<file path="config.mk">
export PLATFORM = sky130hd
export DESIGN_NAME = range_to_aligned_blocks_core
export DESIGN_NICKNAME = d
export VERILOG_FILES = /design/src/hdl/rab_pkg.sv /design/src/hdl/range_to_aligned_blocks_core.sv /design/src/hdl/rab_front.sv /design/src/hdl/rab_back.sv
export SDC_FILE = /design/constraint.sdc
export NUM_CORES = 1
export LEC_CHECK = 0
export BUFFER_PORTS_ARGS = -buffer_cell sky130_fd_sc_hd__buf_2
export CAP_MARGIN = 10
export CORE_UTILIZATION = 56
export CTS_CLUSTER_SIZE = 20
export DETAILED_ROUTE_END_ITERATION = 8
export PLACE_DENSITY = 0.76
export SLEW_MARGIN = 20
export SYNTH_ARGS = -nofsm -noshare
export SYNTH_HDL_FRONTEND = slang
export SYNTH_SLANG_ARGS = --single-unit
</file>
<file path="constraint.sdc">
create_clock -name clk -period 17.85 [get_ports clk]
set_input_delay 0.8925 -clock clk [delete_from_list [all_inputs] [get_ports clk]]
set_output_delay 0.8925 -clock clk [all_outputs]
set_load 0.03 [all_outputs]
</file>
<file path="src/hdl/rab_pkg.sv">
// ----------------------------------------------------------------------------
// rab_pkg
// Shared constants, types and helpers for the range to aligned blocks core.
// ----------------------------------------------------------------------------
package rab_pkg;

	localparam int unsigned ADDR_WIDTH = 32;
	localparam int unsigned DATA_W     = 32;
	localparam logic [DATA_W-1:0] ADDR_MASK = DATA_W'((64'd1 << ADDR_WIDTH) - 64'd1);

	localparam int unsigned DESC_DEPTH = 2;
	localparam int unsigned DESC_PTR_W = (DESC_DEPTH > 1) ? $clog2(DESC_DEPTH) : 1;
	localparam int unsigned DESC_CNT_W = $clog2(DESC_DEPTH + 1);

	typedef logic [DATA_W-1:0] addr_t;

	typedef struct packed {
		logic  empty;
		addr_t base;
		addr_t span;
	} desc_t;

	// isolate the highest set bit
	function automatic addr_t top_bit(input addr_t x);
		addr_t s;
		s = x;
		for (int sh = 1; sh < DATA_W; sh = sh * 2) begin
			s = s | (s >> sh);
		end
		return s & ~(s >> 1);
	endfunction

	// isolate the lowest set bit, zero for zero
	function automatic addr_t low_bit(input addr_t x);
		return x & (~x + addr_t'(1));
	endfunction

endpackage

</file>
<file path="src/hdl/range_to_aligned_blocks_core.sv">
// ----------------------------------------------------------------------------
// range_to_aligned_blocks_core
// Splits a half-open range into the fewest naturally aligned power-of-two
// blocks, emitted in ascending order with the last one marked.
// ----------------------------------------------------------------------------
//  channel  | handshake    | payload
//  ---------+--------------+-------------------------------------------------
//  input    | push / full  | range_low, range_high
//  result   | empty / pop  | block_start, block_end, is_last, empty_range
//
//  the walker emits one block per cycle while pop keeps the output register
//  free, and loads a range first when it was idle; an empty range gives one result
//  ranges of up to 62 blocks; the walker sets the rate, the input side queues
//  two ranges ahead of it
//  arst_n clears the descriptor queue, the walker and the output register
//  a stalled pop holds the output register and pauses the walker
// ----------------------------------------------------------------------------
module range_to_aligned_blocks_core (
	input  logic        clk,
	input  logic        arst_n,
	input  logic        push,
	output logic        full,
	input  logic [31:0] range_low,
	input  logic [31:0] range_high,
	output logic        empty,
	input  logic        pop,
	output logic [31:0] block_start,
	output logic [31:0] block_end,
	output logic        is_last,
	output logic        empty_range
);

	logic           desc_valid;
	logic           desc_pop;
	rab_pkg::desc_t desc;

	rab_front u_front (
		.clk        (clk),
		.arst_n     (arst_n),
		.push       (push),
		.full       (full),
		.range_low  (range_low),
		.range_high (range_high),
		.desc_valid (desc_valid),
		.desc       (desc),
		.desc_pop   (desc_pop)
	);

	rab_back u_back (
		.clk         (clk),
		.arst_n      (arst_n),
		.desc_valid  (desc_valid),
		.desc        (desc),
		.desc_pop    (desc_pop),
		.empty       (empty),
		.pop         (pop),
		.block_start (block_start),
		.block_end   (block_end),
		.is_last     (is_last),
		.empty_range (empty_range)
	);

`ifndef SYNTH
	a_block_nonempty: assert property (@(posedge clk) disable iff (!arst_n)
		(!empty && !empty_range) |-> (block_end > block_start))
		else $error("block end not above block start");

	a_block_aligned: assert property (@(posedge clk) disable iff (!arst_n)
		(!empty && !empty_range) |->
		((block_start & (block_end - block_start - 32'd1)) == 32'd0))
		else $error("block not naturally aligned");

	a_block_pow2: assert property (@(posedge clk) disable iff (!arst_n)
		(!empty && !empty_range) |-> $onehot(block_end - block_start))
		else $error("block size not a power of two");

	a_empty_result: assert property (@(posedge clk) disable iff (!arst_n)
		(!empty && empty_range) |->
		(is_last && (block_start == 32'd0) && (block_end == 32'd0)))
		else $error("empty range result malformed");
`endif

endmodule

</file>
<file path="src/hdl/rab_front.sv">
// ----------------------------------------------------------------------------
// rab_front
// Accepts ranges, masks and classifies them, and queues a descriptor per range.
// ----------------------------------------------------------------------------
module rab_front (
	input  logic                 clk,
	input  logic                 arst_n,
	input  logic                 push,
	output logic                 full,
	input  logic [31:0]          range_low,
	input  logic [31:0]          range_high,
	output logic                 desc_valid,
	output rab_pkg::desc_t       desc,
	input  logic                 desc_pop
);

	rab_pkg::addr_t lo;
	rab_pkg::addr_t hi;
	rab_pkg::desc_t wr_desc;
	rab_pkg::desc_t q_mem [rab_pkg::DESC_DEPTH];

	logic [rab_pkg::DESC_PTR_W-1:0] wr_ptr_q;
	logic [rab_pkg::DESC_PTR_W-1:0] rd_ptr_q;
	logic [rab_pkg::DESC_CNT_W-1:0] count_q;
	logic                           push_ok;
	logic                           pop_ok;

	always_comb begin
		lo            = range_low & rab_pkg::ADDR_MASK;
		hi            = range_high & rab_pkg::ADDR_MASK;
		wr_desc.empty = (lo >= hi);
		wr_desc.base  = lo;
		wr_desc.span  = hi - lo;
	end

	assign full       = (count_q == rab_pkg::DESC_CNT_W'(rab_pkg::DESC_DEPTH));
	assign desc_valid = (count_q != '0);
	assign desc       = q_mem[rd_ptr_q];
	assign push_ok    = push && !full;
	assign pop_ok     = desc_pop && desc_valid;

	always_ff @(posedge clk) begin
		if (push_ok) begin
			q_mem[wr_ptr_q] <= wr_desc;
		end
	end

	always_ff @(posedge clk or negedge arst_n) begin
		if (!arst_n) begin
			wr_ptr_q <= '0;
			rd_ptr_q <= '0;
			count_q  <= '0;
		end else begin
			if (push_ok) begin
				wr_ptr_q <= (wr_ptr_q == rab_pkg::DESC_PTR_W'(rab_pkg::DESC_DEPTH - 1)) ?
					'0 : wr_ptr_q + 1'b1;
			end
			if (pop_ok) begin
				rd_ptr_q <= (rd_ptr_q == rab_pkg::DESC_PTR_W'(rab_pkg::DESC_DEPTH - 1)) ?
					'0 : rd_ptr_q + 1'b1;
			end
			if (push_ok && !pop_ok) begin
				count_q <= count_q + 1'b1;
			end else if (pop_ok && !push_ok) begin
				count_q <= count_q - 1'b1;
			end
		end
	end

endmodule

</file>
<file path="src/hdl/rab_back.sv">
// ----------------------------------------------------------------------------
// rab_back
// Walks one range at a time and emits one aligned block per cycle into an
// output register, while that register is empty or being popped.
// ----------------------------------------------------------------------------
module rab_back (
	input  logic                 clk,
	input  logic                 arst_n,
	input  logic                 desc_valid,
	input  rab_pkg::desc_t       desc,
	output logic                 desc_pop,
	output logic                 empty,
	input  logic                 pop,
	output logic [31:0]          block_start,
	output logic [31:0]          block_end,
	output logic                 is_last,
	output logic                 empty_range
);

	logic           busy_q;
	logic           empty_q;
	rab_pkg::addr_t cur_q;
	rab_pkg::addr_t rem_q;

	logic           out_valid_q;
	rab_pkg::addr_t start_q;
	rab_pkg::addr_t end_q;
	logic           last_q;
	logic           emp_q;

	rab_pkg::addr_t lsb;
	rab_pkg::addr_t msb;
	rab_pkg::addr_t size;
	logic           step_last;
	logic           out_adv;
	logic           emit;

	// largest block at the cursor's alignment that fits in what is left
	always_comb begin
		lsb       = rab_pkg::low_bit(cur_q);
		msb       = rab_pkg::top_bit(rem_q);
		size      = ((lsb == '0) || (msb < lsb)) ? msb : lsb;
		step_last = empty_q || (size == rem_q);
		out_adv   = !out_valid_q || pop;
		emit      = busy_q && out_adv;
		desc_pop  = desc_valid && (!busy_q || (emit && step_last));
	end

	always_ff @(posedge clk or negedge arst_n) begin
		if (!arst_n) begin
			busy_q      <= 1'b0;
			out_valid_q <= 1'b0;
		end else begin
			if (desc_pop) begin
				busy_q <= 1'b1;
			end else if (emit && step_last) begin
				busy_q <= 1'b0;
			end
			if (emit) begin
				out_valid_q <= 1'b1;
			end else if (pop) begin
				out_valid_q <= 1'b0;
			end
		end
	end

	always_ff @(posedge clk) begin
		if (desc_pop) begin
			empty_q <= desc.empty;
			cur_q   <= desc.base;
			rem_q   <= desc.span;
		end else if (emit) begin
			cur_q <= cur_q + size;
			rem_q <= rem_q - size;
		end
		if (emit) begin
			start_q <= empty_q ? '0 : cur_q;
			end_q   <= empty_q ? '0 : cur_q + size;
			last_q  <= step_last;
			emp_q   <= empty_q;
		end
	end

	assign empty       = !out_valid_q;
	assign block_start = start_q;
	assign block_end   = end_q;
	assign is_last     = last_q;
	assign empty_range = emp_q;

endmodule
</file>
==> results by group, run 1 <==
Synthesis
  – YS warnings: 0
  – Leading area contributor after synthesis: edfxtp_1
  – Synth top area cells: edfxtp_1, ha_1, nand2_1, nor2_1, xnor2_1
  – Asr flop ratio synth: 2.25%
  – Cell variety after synth: 77
  – Post-synth top flop: edfxtp_1
  – Yosys reg bits: 267
  – Post-synthesis average cell area: 10.5 um^2
  – Mapped cell area: 0.0167 mm^2
  – Most common cell in the netlist: edfxtp_1
  – Share of the synthesized area in the top cell type: 46.9%
  – Synth cell count leaders: edfxtp_1, nand2_1, ha_1
  – Post-synth EDFFs: 261
  – Synth Net Count: 1783
  – Sequential share of the synthesized area: 47.8%
  – Gate count of the mapped netlist: 1586

Timing
  – Worst Max-Slew Pin Slew: 984 ps
  – Setup TNS: 0 ps
  – Hold Fails Final Rpt: 0
  – F_max: 104 MHz
  – Worst slew margin: 34.4%
  – Max-slew violations: 0
  – Unrepaired setup endpoints after global routing: no
  – Final setup violation count: 0
  – Period minus WS final: 9610 ps
  – Clk_skew: 14.4 ps
  – Tcrit/Tclk final: 53.8%

Placement
  – Hpwl dp: 29.2 mm
  – Port Buffer Count: 135
  – Final RePlAce weighted congestion: 0.928

Detailed routing
  – Via count: 12300
  – DRT iter0 DRCs: 1041
  – Vias/cell: 5.80
  – DR pass1 iterations: 6
  – DRT antenna net count: 0
  – Drt total wl: 38.6 mm
  – Wire per inst: 18.2 um
  – DRC viols: 0

Worst setup path
  – Worst endpoint required time: 18240 ps
  – Setup slack, reg-to-reg: 8240 ps
  – Critical path class: register to register
  – RR Startpoint: u_back.cur_q[3]$_DFFE_PP_
  – CP peak stage delay: 610 ps
  – Worst r2r dst: u_back.cur_q[25]$_DFFE_PP_
  – Worst path slowest cell: buf_4
  – Worst setup path start: u_back.cur_q[3]$_DFFE_PP_
  – WP data arrival: 9990 ps
  – Worst setup EP type: register
  – Worst setup endpoint: u_back.cur_q[25]$_DFFE_PP_
  – Startpoint types: register
  – Max FO, Critical Path: 59
  – FF-to-FF path depth: 29

Finish
  – Layout area overhead: 12.0%
  – Share of layout cells above drive strength 1: 14.2%
  – Nets: 1918
  – Final Util: 64.5%
  – Number of diodes: 0

Floorplanning
  – Core area: 0.0290 mm^2
  – FP Rows: 62
  – Starting density of the core: 57.6%
  – Die W: 175 um
  – Die area: 0.0305 mm^2
  – Die Height: 175 um
  – # IOs: 136

Clock network
  – Setup bufs post-CTS: 0
  – Clk slew on worst S/H paths: 60 ps
  – Max H-tree Level: 1
  – CTS sink count: 267
  – PostCTS Resize Cnt: 0
  – Cts hold-fix bufs: 0
  – Total CTS buffers: 29
  – CTS Buffer Depth: 3
  – Clk_lat worst skew: 570 ps
  – TritonCTS clock tree: yes
  – Root buffer cell: clkbuf_16

Power and ir drop
  – VDD IR max: 0.107 mV
  – Pwr per Cell Area: 179 mW/mm^2
  – LEAKAGE: 0.00774 uW

Job
  – Max Cap Viol: 0

GRT
  – Vias in the first global route: 11600
  – Total grt overflow: 0
  – Total GRT Usage: 25.4%
  – First-pass GRT wire length: 61.3 mm
  – Largest net degree at the start of global routing: 70
  – Antenna violations before repair: 0

Min path
  – HP Class: input pin to asynchronous set/reset pin

Run status
  – Status: completed
-- per-layer routing --
metal / vias to the layer above / share of wire, % / track usage, %
li1: 6112 / - / -
met1: 5692 / 48 / 38.4
met2: 462 / 42 / 38.2
met3: 60 / 6.6 / 3.33
met4: 0 / 3.0 / 7.46
met5: - / 0 / 0
-- cell usage in the layout, fill, tap and decap left out, types with 20 or more instances in the layout --
master	netlist	layout
a21oi_1	86	86
ha_1	126	126
inv_1	116	116
xnor2_1	50	50
xor2_1	30	30
clkbuf_16	0	29
a21o_1	35	35
nand3_1	41	41
o21ai_0	79	79
and3_1	21	20
mux2_2	34	34
o21ai_1	21	21
edfxtp_1	261	261
nor2b_1	51	51
nor2_1	123	122
nand2_1	130	130
nor3_1	31	31
buf_2	7	135
o21bai_1	22	22
mux2i_1	42	42
-- power by group --
group          internal (uW)  switching [uW]
clock                    369             239
combinational            570             986
sequential              1040             152
-- worst max-delay path, delay by kind of cell, from the launching register on --
kind                       cells  cell delay [ps]
buffers and inverters          4             1680
AOI/OAI and AO/OA              9             1690
adders and majority gates      2              730
DFF                            1              460
and+or+nand+nor               14             4710
-- per-stage QoR --
step / area, um^2 / worst slack, ps / hold slack, ps / total power [uW] / instances
2_1_floorplan: 16700 / 9770 / 454 / 2330 / 1586
3_3_place_gp: 17700 / 8590 / 511 / 2700 / 2074
3_5_place_dp: 17700 / 8390 / 514 / 2730 / 2074
4_1_cts: 18700 / 8320 / 110 / 3350 / 2124
5_1_grt: 18700 / 7530 / 125 / 3570 / 2124
6_report: 18700 / 8240 / 131 / 3360 / 2124
-- how the worst min path moves through the flow --
stage	startpoint	to	depth (start not counted)
2_1_floorplan	u_back.busy_q$_DFFE_PN0P_	u_back.out_valid_q$_DFFE_PN0P_	1
3_3_place_gp	u_front.count_q[1]$_DFFE_PN0P_	u_front.count_q[1]$_DFFE_PN0P_	1
3_5_place_dp	u_front.count_q[1]$_DFFE_PN0P_	u_front.count_q[1]$_DFFE_PN0P_	1
4_1_cts	arst_n	u_back.out_valid_q$_DFFE_PN0P_	1
5_1_grt	arst_n	u_back.busy_q$_DFFE_PN0P_	1
6_report	arst_n	u_front.count_q[0]$_DFFE_PN0P_	1
-- logic make-up (layout without fill, tap and decap cells) --
group	after synthesis	count (layout)	share of synthesized area, %
AO/OA/AOI/OAI	351	351	13.5
XOR/XNOR	80	80	4.20
adder cells (fa/ha/maj)	129	129	9.80
buffers and inverters	158	312	3.81
flip-flops	267	267	47.8
multiplexers	76	76	4.81
AND/OR/NAND/NOR	525	525	16.1
-- state kept, by name, indices dropped and copies added (netlist names) --
| register | cells |
|---|---|
| u_back.empty_range | 1 |
| u_back.block_start | 32 |
| u_back.busy_q | 1 |
| u_back.rem_q | 32 |
| u_front.q_mem | 130 |
| u_back.empty_q | 1 |
| u_front.count_q | 2 |
| u_front.rd_ptr_q | 1 |
| u_back.cur_q | 32 |
| u_back.is_last | 1 |
| u_front.wr_ptr_q | 1 |
| u_back.block_end | 32 |
| u_back.out_valid_q | 1 |
-- cell type report --
cell class,instances,area [um^2]
clock buffers,34,744
clock inverters,16,219
fillers,2364,10300
inverters,117,439
multi-input cells,1161,8090
flip-flops and latches,267,7990
well taps,384,480
repair buffers,145,751
(Power assumes the default switching activity.)
==> inputs of run 2 (changes only) <==
- ABC_AREA: unset -> 1
- clock period: 17.85 -> 8.9 ns (I/O delays scaled with it)
==> results by group, run 2 <==
Timing
  – Worst Max-Slew Pin Slew: 867 ps
  – Clk_skew: 11.6 ps
  – Tcrit/Tclk final: 88.6%
  – Setup TNS: 0 ps
  – Final setup violation count: 0
  – Hold Fails Final Rpt: 0
  – Max-slew violations: 0
  – Worst slew margin: 41.4%
  – F_max: 127 MHz
  – Unrepaired setup endpoints after global routing: no
  – Period minus WS final: 7880 ps

Synthesis
  – Yosys reg bits: 267
  – Mapped cell area: 0.0175 mm^2
  – Cell variety after synth: 54
  – Leading area contributor after synthesis: edfxtp_1
  – Synth top area cells: edfxtp_1, nand2_1, ha_1, inv_1, nor2_1
  – Gate count of the mapped netlist: 2108
  – Synth cell count leaders: nand2_1, inv_1, edfxtp_1
  – Sequential share of the synthesized area: 45.6%
  – Asr flop ratio synth: 2.25%
  – Post-synth top flop: edfxtp_1
  – Post-synth EDFFs: 261
  – Synth Net Count: 2305
  – Most common cell in the netlist: nand2_1
  – Share of the synthesized area in the top cell type: 44.7%
  – Post-synthesis average cell area: 8.31 um^2
  – YS warnings: 0

Finish
  – Share of layout cells above drive strength 1: 10.4%
  – Fillcell total: 2687
  – Commonest cells after routing, fill and taps aside: nand2_1, inv_1, edfxtp_1, nor2_1, buf_2
  – Commonest non-fill, non-tap cell in the layout: nand2_1
  – Final Util: 63.6%
  – Max FFs per register: 130
  – Number of diodes: 0
  – Nets: 2434
  – Register with the most flip-flops: u_front.q_mem
  – Layout area overhead: 11.3%

Job
  – Max Cap Viol: 0

Placement
  – Final RePlAce weighted congestion: 0.956
  – Hpwl dp: 33.6 mm
  – Port Buffer Count: 135

Detailed routing
  – DRC viols: 0
  – Drt total wl: 43.3 mm
  – Via count: 14400
  – Vias/cell: 5.43
  – DRT iter0 DRCs: 1136
  – Wire per inst: 16.3 um
  – DRT antenna net count: 0
  – DR pass1 iterations: 6

Run status
  – Status: completed

Min path
  – HP Class: input pin to register

Floorplanning
  – Die W: 179 um
  – FP Rows: 64
  – Starting density of the core: 57.1%
  – Die Height: 179 um
  – Die area: 0.0320 mm^2
  – Core area: 0.0307 mm^2
  – # IOs: 136

Clock network
  – Clk slew on worst S/H paths: 70 ps
  – Setup bufs post-CTS: 0
  – TritonCTS clock tree: yes
  – Max H-tree Level: 1
  – Total CTS buffers: 28
  – PostCTS Resize Cnt: 0
  – Root buffer cell: clkbuf_16
  – CTS Buffer Depth: 3
  – CTS sink count: 267
  – Clk_lat worst skew: 550 ps

Worst setup path
  – Worst path slowest cell: edfxtp_1
  – Worst setup EP type: register
  – Most used cell, CP: nand2_1
  – CP peak stage delay: 430 ps
  – Startpoint types: register
  – Critical path class: register to register
  – WP data arrival: 8300 ps
  – Max FO, Critical Path: 15
  – Worst endpoint required time: 9320 ps

GRT
  – Largest net degree at the start of global routing: 69
  – Vias in the first global route: 13500
  – Total GRT Usage: 27.3%
  – First-pass GRT wire length: 68.2 mm
  – Total grt overflow: 0
  – Antenna violations before repair: 0
## run 2: cell types whose count changed in the layout (fill, tap and decap cells not counted), sizes merged, moves of 34 or more
cell and delta:
nand2 +450, inv +191, nor2 +100, nand3 +65, nor2b -51, mux2i -42, a21oi +34, mux2 -34
xor2 +34
## run 2: logic make-up (layout without fill, tap and decap cells)
family | count (synthesis) | count (layout) | synth area share (%)
XOR/XNOR | 90 | 90 | 4.50
buffers and inverters | 358 | 509 | 7.95
AO/OA/AOI/OAI | 283 | 283 | 9.19
adder cells (fa/ha/maj) | 129 | 129 | 9.34
AND/OR/NAND/NOR | 981 | 981 | 23.4
flip-flops | 267 | 267 | 45.6
## run 2: final timing paths
check / end / start / cells after the start / slack [ps]
worst min register to register: u_front.count_q[0]$_DFFE_PN0P_ / u_front.count_q[0]$_DFFE_PN0P_ / 1 / 530
worst min-delay path: u_front.q_mem[1][35]$_DFFE_PP_ / range_low[3] / 1 / 90
worst max register to register: u_back.block_end[22]$_SDFFCE_PP0P_ / u_back.rem_q[31]$_DFFE_PP_ / 44 / 1020
min in group asynchronous: u_front.wr_ptr_q$_DFFE_PN0P_ / arst_n / 2 / 250
worst max-delay path: u_back.block_end[22]$_SDFFCE_PP0P_ / u_back.rem_q[31]$_DFFE_PP_ / 44 / 1020
max in group asynchronous: u_front.rd_ptr_q$_DFFE_PN0P_ / arst_n / 2 / 8490
## run 2: cell type report
type / instances / area, um^2 / share of cell area (%)
multi-input combinational: 1483 / 8160 / 41.8
sequential: 267 / 7990 / 41.0
inverter: 310 / 1160 / 5.96
timing repair buffer: 147 / 781 / 4.00
clock buffer: 33 / 741 / 3.80
tap: 396 / 495 / 2.54
clock inverter: 19 / 179 / 0.917
## run 2: through the flow
| step | hold WS, ps | worst slack [ps] | area [um^2] | std cells |
|---|---|---|---|---|
| 6_report | 91.7 | 1020 | 19500 | 2655 |
| 5_1_grt | 95.8 | 156 | 19500 | 2655 |
| 3_5_place_dp | 281 | 1090 | 18600 | 2602 |
| 4_1_cts | 83.3 | 1050 | 19500 | 2655 |
| 3_3_place_gp | 276 | 1300 | 18600 | 2602 |
| 2_1_floorplan | 149 | 1830 | 17500 | 2108 |
## run 2: critical path: cells and delay by family (launching register included)
family	cells	cell delay, ps
buf+inv	8	910
xor+xnor	1	420
compound gates	12	2540
fa+ha+maj	3	980
simple gates	20	2450
flops	1	430
## run 2: layer usage
layer	part of all wire, %	wire (um)	track usage, %	vias to the layer above
met5	0	0	0	-
met1	45	19700	39.2	6650
met4	2.2	943	7.20	0
li1	-	-	-	7230
met2	45	19500	43.8	490
met3	7.3	3150	3.10	58
## run 2: repair_timing
item,in CTS,in global routing
endpoints found under the hold margin,6,0
endpoints found under the setup margin,0,0
hold buffers,1,0
Power of run 2 is not shown: default switching activity piles up to over one toggle a cycle in this logic, so the estimate is an artifact.
